$ cat config.mk
export PLATFORM = sky130hd
export DESIGN_NAME = drt_ram
export DESIGN_NICKNAME = d
export VERILOG_FILES = /design/src/design/drt_ram.sv
export SDC_FILE = /design/constraint.sdc
export NUM_CORES = 1
export LEC_CHECK = 0
export BUFFER_PORTS_ARGS = -buffer_cell sky130_fd_sc_hd__buf_2
export CELL_PAD_IN_SITES_DETAIL_PLACEMENT = 0
export CELL_PAD_IN_SITES_GLOBAL_PLACEMENT = 1
export CORE_MARGIN = 2
export CORE_UTILIZATION = 55
export CTS_CLUSTER_DIAMETER = 120
export DETAILED_ROUTE_END_ITERATION = 16
export PLACE_DENSITY_LB_ADDON = 0.3
export SYNTH_ARGS = -nofsm -noshare
export SYNTH_HDL_FRONTEND = slang
export SYNTH_SLANG_ARGS = --single-unit
$ cat constraint.sdc
create_clock -name clk -period 5.7 [get_ports clk]
set_input_delay 0.57 -clock clk [delete_from_list [all_inputs] [get_ports clk]]
set_output_delay 0.57 -clock clk [all_outputs]
set_load 0.01 [all_outputs]
$ cat src/design/drt_ram.sv
// Simple dual-port synchronous RAM with registered read data.
// Holds its read data until the next read; no dependencies.
module drt_ram #(
	parameter int W     = 32,
	parameter int DEPTH = 16
) (
	input  logic                     clk,
	input  logic                     we,
	input  logic [$clog2(DEPTH)-1:0] waddr,
	input  logic [W-1:0]             wdata,
	input  logic                     re,
	input  logic [$clog2(DEPTH)-1:0] raddr,
	output logic [W-1:0]             rdata
);
	logic [W-1:0] mem_q [DEPTH];
	logic [W-1:0] rdata_q;

	always_ff @(posedge clk) begin
		if (we) begin
			mem_q[waddr] <= wdata;
		end
		if (re) begin
			rdata_q <= mem_q[raddr];
		end
	end

	assign rdata = rdata_q;
endmodule
# Word-level counts from Yosys, hierarchy flattened
# Memory sizes are Yosys's and may differ from the RTL's. A register that Yosys moved wholly into a read port is not among the register bits.
# Index checks and enable logic that the tools add are counted.
totals:
  ff_bits: 0
  ramBits: 512
  in_bits: 43
  wordCells: 3
  mem_count: 1
classes:
  mux: 2
mem_list:
  columns: ["memory", "words", "word_bits", "rd", "rd_clocked_by_memory_dff", "write_ports", "line_no", "rtl"]
  rows:
  - ["mem_q", 16, 32, 1, 1, 1, "15", "logic [W-1:0] mem_q [DEPTH];"]
op_table:
  columns: ["operator", "count"]
  rows:
  - ["2-to-1 mux 1 bit", 2]

# Depth between registers and ports, before layout
logic_depth:
  depth_word: 2
  ltp_mapped: 5

# Least setup slack after synthesis
# No wires, ideal clock.
synth_timing:
  kind: "input-to-reg"
  start: "in waddr[2]"
  end: "mem mem_q[0][0] (enable)"
  setup_time_ns: 0.461
  arrival_time_ns: 3.288
  required_time_ns: 5.239
  path_slack_ns: 1.950
  cell_stages: 2
  path_cell_list: "or3b_2 -> nor3_1"
synth_rtl:
  columns: ["element", "line_no", "rtl"]
  rows:
  - ["start: declaration", "9", "input logic [$clog2(DEPTH)-1:0] waddr,"]
  - ["end: declaration", "15", null]
# No word-level cell before the write port.

==> results.cfg <==
[die]
die_width_um = 195.5
die_h_um = 195.5
start_util_pct = 55.50
ios = 75
die_area_mm2 = 0.03823
core_area_mm2 = 0.03635
rows = 70

[route]
dr_total_vias = 8971
vias_per_cell = 6.174
drtIter0Drc = 1022
drc = 0
drt_wl_total_um = 40680
drt_pass1_iterations = 5
wl_per_cell_um = 28.00
antenna_left = 0

[clock_tree]
numClockSinks = 544
cts-buffers-inserted = 51
h-tree-depth = 2
cts.path.max_buffers = 3
cts-root-buf = clkbuf_16
clk_pin_slew_ns = 0.06
cts_resized = 0
cts_setup_buffers = 0
holdBufCountCts = 0
cts_tree = yes
clk_latency_ns = 0.57

[synth]
yosys_warnings = 0
seq_area_frac_synth_pct = 80.97
synth.area.top_cells = edfxtp_1 (81%), mux4_2 (14%), a22oi_1 (2.4%), nand2_1 (0.61%), buf_4 (0.41%)
syn_inst = 838
syn-mean-instance-area_um2 = 24.07
yosys.area.top_type = edfxtp_1
yosys.cell_types.count = 17
syn_area_mm2 = 0.02017
ys_ff_latch = 544
synth_top_area_share_pct = 80.97
synth_nets = 881

[critical_path]
crit_path_start_kind = primary input
cp_max_fo = 59
path_buf_inv = 2
path_class = primary input to flip-flop
critPathTopFamily = buffers and inverters
rrSetupSlack_ns = 4.24
slowest_stage = clkbuf_8
required_ns = 6.01
critPathCaptureType = flip-flop
rr_worst_depth = 3
crit_chain = clkbuf_8, buf_4, mux4_2, a22oi_1, nand2_1
critPathArrivalTime_ns = 2.65
slowest_delay_ns = 0.59
path_depth = 5

[worst_hold_path]
hp-class = primary input to flip-flop
min_path_cells = 1

[sta]
setup_tns_ns = 0
hold_viol_final = 0
post-route-min-period_ns = 2.346
finClkSkew_ns = 0.02666
worst_slack_ns = 3.354
drv_slew = 0
period_share_pct = 41.15
rsz0062_at_grt = false
relSlewSlack_pct = 27.35
finalSetupViolations = 0
tightest_slew_ns = 1.090
timing.fmax_mhz = 426.3

[global_routing]
grt_overflow = 0
track_usage_pct = 21.90
grt_pass1_wl_um = 59970
grt_pass1_vias = 9325
antenna_found_initial = 2
grt_start_max_net_pins = 129

[final_layout]
drive_gt1_share_pct = 32.32
nFillCells = 2379
mostFrequentLayoutCell = edfxtp_1
final_cell_mix = edfxtp_1 (544), mux4_2 (128), buf_2 (72), a22oi_1 (64), clkbuf_16 (53)
area_delta_synth_final_pct = 13.66
design_area_mm2 = 0.02293
nets = 988

[outcome]
status = complete, no violations

[power_and_ir_drop]
leakage_uw = 0.007327
pwr_density_cell_mw_per_mm2 = 362.3
peakVddDrop_mv = 0.2526
finalPower_uw = 8308

[job]
maxCapViolCount = 0

[placed_design]
placed_area_mm2 = 0.02125
dp_hpwl_um = 18770
gp_congestion = 0.7113
numPortBuffers = 74
dp_slack_ns = 2.714
-- power breakdown --
| group | switching, uW | internal (uW) | leakage, uW |
|---|---|---|---|
| Combinational | 227 | 154 | 0.00156 |
| Clock | 1390 | 2010 | 0.000823 |
| Sequential | 24.3 | 4510 | 0.00494 |
| Total | 1640 | 6670 | 0.00733 |
-- registers in the layout (all words and copies together) (netlist names) --
register and cells:
rdata 32, mem_q 512
-- per-layer routing --
layer / track usage (%) / routed length, um
met4: 4.891 / 623
met1: 31.26 / 17060
met5: 0 / 11
met2: 36.39 / 20460
met3: 3.541 / 2528
-- worst paths after layout --
path / start / endpoint
worst max-delay path: raddr[0] / rdata[4]$_DFFE_PP_
worst min-delay path: wdata[25] / mem_q[14][25]$_DFFE_PP_
worst max register to register: mem_q[10][23]$_DFFE_PP_ / rdata[23]$_DFFE_PP_
worst min register to register: mem_q[15][3]$_DFFE_PP_ / rdata[3]$_DFFE_PP_
-- cells in the mapped netlist --
master	count
clkbuf_1	17
edfxtp_1	544
nand2_1	33
buf_6	2
nor2b_1	2
nand3_1	1
nand2b_1	2
buf_2	4
and2_1	1
buf_4	11
nor2_1	13
buf_1	9
nor3_1	4
mux4_2	128
a22oi_1	64
nand3b_1	2
or3b_2	1
-- through the flow --
step	instances	utilization [%]	hold WS [ns]
2_1_floorplan	838	-	0.6689
3_3_place_gp	1360	58.46	0.7249
3_5_place_dp	1360	58.46	0.7308
4_1_cts	1452	63.08	0.3536
5_1_grt	1452	63.08	0.3676
6_report	1453	63.09	0.3698
-- area by class of cell --
cell class                      count  area, um^2  share of cell area [%]
Clock inverter                     29       314.1                   1.370
Multi-Input combinational cell    251        3750                   16.35
Clock buffer                       63        1364                   5.948
Tap cell                          468       585.6                   2.554
Timing Repair Buffer               97       579.3                   2.526
Sequential cell                   544       16340                   71.24
Antenna cell                        1       2.502                 0.01091
-- kinds of logic (layout without fill, tap and decap cells) --
kind of cell,count (synthesis),in the layout,synth area share (%)
buf+inv,43,189,1.104
flops,544,544,80.97
simple gates,59,59,1.253
mux,128,128,14.29
compound gates,64,64,2.382
other cells,0,1,0
-- worst reg2reg max path, stage by stage, from the launching register on --
cell	delay, ns
edfxtp_1	0.37
mux4_2	0.46
a22oi_1	0.22
nand2_1	0.13
No activity file was read; power rests on OpenSTA's default activity.
